File: src/assert_macros.svh
// ----------------------------------------------------------------------------
// assert_macros
// Assertion helpers for the RTL files.
// ----------------------------------------------------------------------------
`ifndef ASSERT_MACROS_SVH
`define ASSERT_MACROS_SVH

// Clocked assertion, masked while reset is active.
`define ASSERT_CLK(label, clk, rst_n, prop, msg) \
    label: assert property (@(posedge clk) disable iff (!rst_n) prop) else $error(msg);

// Clocked assertion that is also checked during reset.
`define ASSERT_ALWAYS(label, clk, prop, msg) \
    label: assert property (@(posedge clk) prop) else $error(msg);

`endif

File: src/tcs_pkg.sv
// ----------------------------------------------------------------------------
// tcs_pkg
// Types and codes for the thermal cycler sequencer.
// ----------------------------------------------------------------------------
package tcs_pkg;

    localparam int TEMP_W  = 7;
    localparam int COUNT_W = 8;
    localparam int STAGE_W = 3;
    localparam int ACT_W   = 2;
    localparam int CFG_IDX_W = 3;
    localparam int CFG_DATA_W = 8;

    typedef logic [TEMP_W-1:0]  temp_t;
    typedef logic [COUNT_W-1:0] count_t;
    typedef logic [STAGE_W-1:0] stage_t;
    typedef logic [ACT_W-1:0]   action_t;

    // Stage codes
    localparam stage_t STAGE_INITIAL  = 3'd0;
    localparam stage_t STAGE_DENATURE = 3'd1;
    localparam stage_t STAGE_ANNEAL   = 3'd2;
    localparam stage_t STAGE_EXTEND   = 3'd3;
    localparam stage_t STAGE_FINAL    = 3'd4;

    // Action codes
    localparam action_t ACT_HEAT = 2'd0;
    localparam action_t ACT_COOL = 2'd1;
    localparam action_t ACT_HOLD = 2'd2;

    // Register indexes
    localparam logic [CFG_IDX_W-1:0] REG_DENATURE_TEMP = 3'd0;
    localparam logic [CFG_IDX_W-1:0] REG_ANNEAL_TEMP   = 3'd1;
    localparam logic [CFG_IDX_W-1:0] REG_EXTEND_TEMP   = 3'd2;
    localparam logic [CFG_IDX_W-1:0] REG_FINAL_TEMP    = 3'd3;
    localparam logic [CFG_IDX_W-1:0] REG_DENATURE_HOLD = 3'd4;
    localparam logic [CFG_IDX_W-1:0] REG_ANNEAL_HOLD   = 3'd5;
    localparam logic [CFG_IDX_W-1:0] REG_EXTEND_HOLD   = 3'd6;
    localparam logic [CFG_IDX_W-1:0] REG_CYCLE_TOTAL   = 3'd7;

    // Register reset values
    localparam temp_t  RST_DENATURE_TEMP = 7'd94;
    localparam temp_t  RST_ANNEAL_TEMP   = 7'd55;
    localparam temp_t  RST_EXTEND_TEMP   = 7'd72;
    localparam temp_t  RST_FINAL_TEMP    = 7'd4;
    localparam count_t RST_DENATURE_HOLD = 8'd7;
    localparam count_t RST_ANNEAL_HOLD   = 8'd10;
    localparam count_t RST_EXTEND_HOLD   = 8'd8;
    localparam count_t RST_CYCLE_TOTAL   = 8'd3;

    localparam count_t CYCLE_FIRST = 8'd1;
    localparam count_t CYCLE_MAX   = 8'd255;

endpackage

File: src/thermal_cycler_sequencer.sv
// ----------------------------------------------------------------------------
// thermal_cycler_sequencer
// Tick-driven setpoint sequencer: ramps toward each stage target, holds,
// and steps through initial, cycled and final stages.
// ----------------------------------------------------------------------------
//  channel | dir | handshake            | payload
//  --------+-----+----------------------+-------------------------------------
//  in      | in  | in_valid / in_ready  | restart
//  out     | out | out_valid / out_ready| temperature, stage, cycle_index,
//          |     |                      | action, hold_elapsed, finished
//  cfg     | in  | cfg_valid / cfg_ready| cfg_index, cfg_data
//
//  One tick per clock: the state update and the result are computed in one
//  pass from the accepted beat and the state registers into the result register.
//  The result beat is registered and offered in the cycle after its input beat.
//  A new beat is taken while the result register is empty or being drained.
//  cfg_ready is always high. Reset clears state and loads register defaults.
// ----------------------------------------------------------------------------
`include "assert_macros.svh"

module thermal_cycler_sequencer
    import tcs_pkg::*;
#(
    parameter int TOLERANCE    = 1,
    parameter int START_TEMP   = 85,
    parameter int INITIAL_HOLD = 5
) (
    input  logic                  clk,
    input  logic                  rst_n,
    // tick input
    input  logic                  in_valid,
    output logic                  in_ready,
    input  logic                  restart,
    // result output
    output logic                  out_valid,
    input  logic                  out_ready,
    output logic [TEMP_W-1:0]     temperature,
    output logic [STAGE_W-1:0]    stage,
    output logic [COUNT_W-1:0]    cycle_index,
    output logic [ACT_W-1:0]      action,
    output logic [COUNT_W-1:0]    hold_elapsed,
    output logic                  finished,
    // register writes
    input  logic                  cfg_valid,
    output logic                  cfg_ready,
    input  logic [CFG_IDX_W-1:0]  cfg_index,
    input  logic [CFG_DATA_W-1:0] cfg_data
);

    localparam temp_t  START_T   = temp_t'(START_TEMP);
    localparam count_t INIT_LIM  = count_t'(INITIAL_HOLD);
    localparam logic [TEMP_W+1:0] TOL_X = (TEMP_W+2)'(TOLERANCE);

    // configuration registers
    temp_t  denature_temp_reg, anneal_temp_reg, extend_temp_reg, final_temp_reg;
    count_t denature_hold_reg, anneal_hold_reg, extend_hold_reg, cycle_total_reg;

    // tick state
    temp_t  setpoint_reg, setpoint_next;
    stage_t stage_reg, stage_next;
    count_t cycle_reg, cycle_next;
    count_t hold_reg, hold_next;
    action_t action_next;

    // result register
    logic    out_valid_reg;
    temp_t   temperature_reg;
    stage_t  stage_out_reg;
    count_t  cycle_out_reg;
    action_t action_reg;
    count_t  hold_out_reg;
    logic    finished_reg;

    logic in_beat;
    logic cfg_beat;

    assign cfg_ready = 1'b1;
    assign cfg_beat  = cfg_valid && cfg_ready;
    assign in_ready  = !out_valid_reg || out_ready;
    assign in_beat   = in_valid && in_ready;

    always_ff @(posedge clk or negedge rst_n)
    begin
        if (!rst_n)
        begin
            denature_temp_reg <= RST_DENATURE_TEMP;
            anneal_temp_reg   <= RST_ANNEAL_TEMP;
            extend_temp_reg   <= RST_EXTEND_TEMP;
            final_temp_reg    <= RST_FINAL_TEMP;
            denature_hold_reg <= RST_DENATURE_HOLD;
            anneal_hold_reg   <= RST_ANNEAL_HOLD;
            extend_hold_reg   <= RST_EXTEND_HOLD;
            cycle_total_reg   <= RST_CYCLE_TOTAL;
        end
        else if (cfg_beat)
        begin
            unique case (cfg_index)
                REG_DENATURE_TEMP: denature_temp_reg <= cfg_data[TEMP_W-1:0];
                REG_ANNEAL_TEMP:   anneal_temp_reg   <= cfg_data[TEMP_W-1:0];
                REG_EXTEND_TEMP:   extend_temp_reg   <= cfg_data[TEMP_W-1:0];
                REG_FINAL_TEMP:    final_temp_reg    <= cfg_data[TEMP_W-1:0];
                REG_DENATURE_HOLD: denature_hold_reg <= cfg_data;
                REG_ANNEAL_HOLD:   anneal_hold_reg   <= cfg_data;
                REG_EXTEND_HOLD:   extend_hold_reg   <= cfg_data;
                REG_CYCLE_TOTAL:   cycle_total_reg   <= cfg_data;
                default: ;
            endcase
        end
    end

    // one tick
    always_comb
    begin
        temp_t  target;
        count_t limit;
        logic   endless;
        logic [TEMP_W+1:0]  sp_x;
        logic [TEMP_W+1:0]  tgt_x;
        logic [COUNT_W:0]   count;

        setpoint_next = setpoint_reg;
        stage_next    = stage_reg;
        cycle_next    = cycle_reg;
        hold_next     = hold_reg;
        action_next   = ACT_HOLD;

        unique case (stage_reg)
            STAGE_INITIAL:
            begin
                target = denature_temp_reg; limit = INIT_LIM; endless = 1'b0;
            end
            STAGE_DENATURE:
            begin
                target = denature_temp_reg; limit = denature_hold_reg; endless = 1'b0;
            end
            STAGE_ANNEAL:
            begin
                target = anneal_temp_reg; limit = anneal_hold_reg; endless = 1'b0;
            end
            STAGE_EXTEND:
            begin
                target = extend_temp_reg; limit = extend_hold_reg; endless = 1'b0;
            end
            default:
            begin
                target = final_temp_reg; limit = '0; endless = 1'b1;
            end
        endcase

        sp_x  = {2'b00, setpoint_reg};
        tgt_x = {2'b00, target};
        count = {1'b0, hold_reg} + (COUNT_W+1)'(1);

        if (restart)
        begin
            setpoint_next = START_T;
            stage_next    = STAGE_INITIAL;
            cycle_next    = CYCLE_FIRST;
            hold_next     = '0;
        end
        else if (sp_x + TOL_X <= tgt_x)
        begin
            setpoint_next = setpoint_reg + TEMP_W'(1);
            action_next   = ACT_HEAT;
        end
        else if (sp_x >= tgt_x + TOL_X)
        begin
            setpoint_next = setpoint_reg - TEMP_W'(1);
            action_next   = ACT_COOL;
        end
        else if (!endless)
        begin
            if (count >= {1'b0, limit})
            begin
                hold_next = '0;
                priority if (stage_reg == STAGE_INITIAL)
                    stage_next = (cycle_total_reg == '0) ? STAGE_FINAL : STAGE_DENATURE;
                else if (stage_reg == STAGE_EXTEND)
                begin
                    if (cycle_reg != CYCLE_MAX)
                        cycle_next = cycle_reg + COUNT_W'(1);
                    stage_next = (cycle_reg >= cycle_total_reg) ? STAGE_FINAL
                                                                : STAGE_DENATURE;
                end
                else
                    stage_next = stage_reg + STAGE_W'(1);
            end
            else
                hold_next = count[COUNT_W-1:0];
        end
    end

    always_ff @(posedge clk or negedge rst_n)
    begin
        if (!rst_n)
        begin
            setpoint_reg  <= START_T;
            stage_reg     <= STAGE_INITIAL;
            cycle_reg     <= CYCLE_FIRST;
            hold_reg      <= '0;
            out_valid_reg <= 1'b0;
        end
        else
        begin
            if (in_beat)
            begin
                setpoint_reg <= setpoint_next;
                stage_reg    <= stage_next;
                cycle_reg    <= cycle_next;
                hold_reg     <= hold_next;
            end
            if (in_beat)
                out_valid_reg <= 1'b1;
            else if (out_ready)
                out_valid_reg <= 1'b0;
        end
    end

    // result payload, no reset needed
    always_ff @(posedge clk)
    begin
        if (in_beat)
        begin
            temperature_reg <= setpoint_next;
            stage_out_reg   <= stage_next;
            cycle_out_reg   <= cycle_next;
            action_reg      <= action_next;
            hold_out_reg    <= hold_next;
            finished_reg    <= (stage_next >= STAGE_FINAL);
        end
    end

    assign out_valid    = out_valid_reg;
    assign temperature  = temperature_reg;
    assign stage        = stage_out_reg;
    assign cycle_index  = cycle_out_reg;
    assign action       = action_reg;
    assign hold_elapsed = hold_out_reg;
    assign finished     = finished_reg;

    // assertions
    `ASSERT_CLK(a_restart_result, clk, rst_n,
        in_beat && restart |=> out_valid && temperature == START_T
            && stage == STAGE_INITIAL && cycle_index == CYCLE_FIRST && action == ACT_HOLD,
        "restart beat did not give the reset result")
    `ASSERT_CLK(a_finished_match, clk, rst_n,
        out_valid |-> (finished == (stage >= STAGE_FINAL)),
        "finished flag disagrees with stage")
    `ASSERT_CLK(a_final_no_count, clk, rst_n,
        out_valid && finished |-> hold_elapsed == '0,
        "hold count moved during final hold")
    `ASSERT_CLK(a_ready_when_empty, clk, rst_n,
        !out_valid_reg |-> in_ready,
        "input stalled with empty result register")
    `ASSERT_CLK(a_ramp_step, clk, rst_n,
        in_beat && !restart && action_next != ACT_HOLD |=>
            (setpoint_reg == $past(setpoint_reg) + TEMP_W'(1))
            || (setpoint_reg == $past(setpoint_reg) - TEMP_W'(1)),
        "setpoint moved by more than one degree")

endmodule
File: config.mk
export PLATFORM = sky130hd
export DESIGN_NAME = thermal_cycler_sequencer
export DESIGN_NICKNAME = d
export VERILOG_FILES = /design/src/tcs_pkg.sv /design/src/thermal_cycler_sequencer.sv
export VERILOG_INCLUDE_DIRS = /design/src /design/src/src
export SDC_FILE = /design/constraint.sdc
export NUM_CORES = 1
export LEC_CHECK = 0
export BUFFER_PORTS_ARGS = -buffer_cell sky130_fd_sc_hd__buf_2
export CAP_MARGIN = 10
export CELL_PAD_IN_SITES_DETAIL_PLACEMENT = 1
export CELL_PAD_IN_SITES_GLOBAL_PLACEMENT = 2
export CORE_ASPECT_RATIO = 0.75
export CORE_MARGIN = 3
export CORE_UTILIZATION = 40
export CTS_CLUSTER_DIAMETER = 30
export DETAILED_ROUTE_END_ITERATION = 6
export PLACE_DENSITY = 0.87
export SETUP_SLACK_MARGIN = 0.5
export SLEW_MARGIN = 10
export SYNTH_ARGS = -nofsm -noshare
export SYNTH_HDL_FRONTEND = slang
export SYNTH_SLANG_ARGS = --single-unit
File: constraint.sdc
create_clock -name clk -period 5.2 [get_ports clk]
set_input_delay 0.78 -clock clk [delete_from_list [all_inputs] [get_ports clk]]
set_output_delay 0.78 -clock clk [all_outputs]
set_load 0.01 [all_outputs]
==> metrics.yaml <==
run_status: "complete, no violations"
rsz0062_at_grt: "yes"
crit_arrival_ns: 4.76
fp.dieArea_um2: 18200
dr.pass1.iters: 5
pwr-share-comb: 0.423
drcViolationCount: 0
fmax_mhz: 226
drive_gt1_frac: 0.291
r2r_start: "stage_reg[0]"
syn_inst: 620
worstSkewPairLatency_ns: 0.43
yosysTopAreaCell: "dfrtp_1"
syn_area_um2: 6650
dp_hpwl_um: 13700
synth_nets: 675
syn_to_final_growth_pct: 17.5
num_io_pins: 49
hold_viol_final: 0
layout_min_cycle_time_ns: 4.43
cap_viol_max_count: 0
place.gp.congestion: 0.876
vdd_drop_max_mv: 0.280
antenna_left: 0
dieWidth_um: 155
setup_ws_ns: 0.770
core_um2: 16200
worstMarginPinSlew_ns: 1.22
skew_ns: 0.00951
r2r-end: "stage_reg[0]"
port-buffer-count: 47
rrSetupSlack_ns: 0.77
power_frac_seq: 0.302
min_period_over_period: 0.852
r2r_cells: 15
maxSlewViolCount: 0
diodes: 0
grt_remaining_overflow: 0
antenna_found_initial: 0
via_per_inst: 5.94
die_h_um: 118
synth_edf_count: 28
htreeDepth: 4
switching_share: 0.388
rows: 40
critPathRequiredTime_ns: 5.53
grt_pass1_wl_um: 31400
synth_area_leaders: "dfrtp_1 23%, edfxtp_1 13%, mux2_2 10%"
yosys_warnings: 0
cp-start-kind: "register"
internal_power_mw: 2.77
grt_max_degree: 58
ys_ff_latch: 115
yosysTopAreaCellShare: 0.230
p_leak_nw: 3.26
path_clk_slew_ns: 0.05
cts_tree: "yes"
grt_pass1_vias: 5671
synth_cell_types: 71
p_switching_mw: 1.76
drt_iter0_markers: 263
start_util: 0.411
vias: 5304
crit_type: "reg -> reg"
cts_sinks: 115
post-place-ws_ns: 0.358
fillers: 1765
path_max_fanout: 8
finalWirelength_um: 19300
powerDensity_nw_per_um2: 580
clock_path_buffers: 2
cts_buffers: 17
finalSetupTns_ns: 0
p_clk_frac: 0.276
hp-class: "in -> async"
final_cell_mix: "61 x mux2_2, 60 x dfrtp_1, 48 x nand2_1"
syn_avg_cell_area_um2: 10.7
wl_per_cell_um: 21.6
nNetsFinal: 725
seq_area_frac_synth: 0.459
setup_violations: 0
root_buffer: "clkbuf_16"
layout_commonest_cell: "mux2_2"
ys.flop_type: "dfrtp_1"
async_reset_ff_frac: 0.757
endpoint_kind: "register"
timing.slew.headroom: 0.183
grt_usage: 0.219
## synth_stat cells (all sizes together), types with 4 or more instances
cell type / number
o21a: 4
dfstp: 26
nand4b: 4
inv: 22
ha: 38
or3: 6
and2: 6
and3: 9
buf: 9
edfxtp: 28
nand3: 22
a311oi: 5
dfrtp: 61
a2bb2oi: 6
clkbuf: 20
nand2: 50
a21oi: 31
nor3: 7
a22o: 6
nand4: 9
nor2: 31
xnor2: 17
a22oi: 10
nor2b: 8
a31oi: 6
xor2: 5
mux2: 61
o22ai: 5
a32o: 5
o211ai: 7
nor4: 5
nand2b: 7
o21ai: 22
a21o: 10
o311ai: 5
or4: 4
## worst max-delay path, stage by stage (launching register included)
cell	delay (ns)
dfrtp_1	0.44
inv_1	0.15
ha_1	0.41
nor4_4	0.12
or2_2	0.37
a221oi_4	0.35
ha_1	0.31
and3_1	0.20
o211ai_1	0.19
nor2_1	0.08
a211oi_1	0.26
o21a_2	0.28
buf_4	0.19
nand3_2	0.18
or4_1	0.57
o221ai_1	0.21
## power groups by stage
stage               logic [mW]  clock network (mW)  registers [mW]
floorplan                 1.28                   0            1.30
global placement          1.65                   0            1.36
detailed placement        1.75                   0            1.37
CTS                       1.79                1.27            1.36
global route              2.14                1.32            1.39
finish                    1.91                1.25            1.37
## cell families after synthesis
| kind of cell | after synthesis | share of synthesized area |
|---|---|---|
| and+or+nand+nor | 177 | 0.141 |
| AOI/OAI and AO/OA | 151 | 0.160 |
| DFF | 115 | 0.459 |
| muxes | 64 | 0.108 |
| buffers and inverters | 52 | 0.0316 |
| adders and majority gates | 38 | 0.0715 |
| xor gates and xnor gates | 22 | 0.0290 |
| other | 1 | 0.000564 |
## final cells by class
class                           instances  area, um2  share of cell area
Timing Repair Buffer                   60        333              0.0426
Inverter                               23       86.3              0.0110
Sequential cell                       115       3050               0.391
Clock buffer                           24        513              0.0657
Tap cell                              210        263              0.0336
Clock inverter                          8        119              0.0152
Multi-Input combinational cell        453       3450               0.441
## how the worst max path moves through the flow
stage                  from        endpoint  cells after the start
3_5_place_dp   stage_reg[0]    stage_reg[0]                     15
6_report       stage_reg[0]    stage_reg[0]                     15
4_1_cts        stage_reg[0]    stage_reg[0]                     15
5_1_grt        stage_reg[1]    cycle_reg[2]                     14
3_3_place_gp   stage_reg[0]    cycle_reg[2]                     14
2_1_floorplan  stage_reg[0]  cycle_index[3]                     16
## per-stage QoR
stage           util  cell area (um2)  std cells  hold slack [ns]  power (mW)
2_1_floorplan      -             6650        620            0.473        2.58
3_5_place_dp   0.437             7060        853            0.494        3.12
6_report       0.483             7810        893            0.299        4.53
3_3_place_gp   0.437             7060        853            0.488        3.00
5_1_grt        0.483             7810        893            0.318        4.85
4_1_cts        0.478             7730        887            0.300        4.42
## what timing repair did
action	4_1_cts	5_1_grt
setup buffers	2	5
resized for setup	3	11
setup endpoints to repair	17	53
pin swaps	1	2
hold buffers	0	0
## layer usage
layer	part of all wire	vias up	track usage
met3	0.039	25	0.0507
met1	0.45	2738	0.288
met4	0.014	0	0.0640
li1	-	2442	-
met5	0	-	0
met2	0.49	99	0.361
No activity file was read; power rests on OpenSTA's default activity.
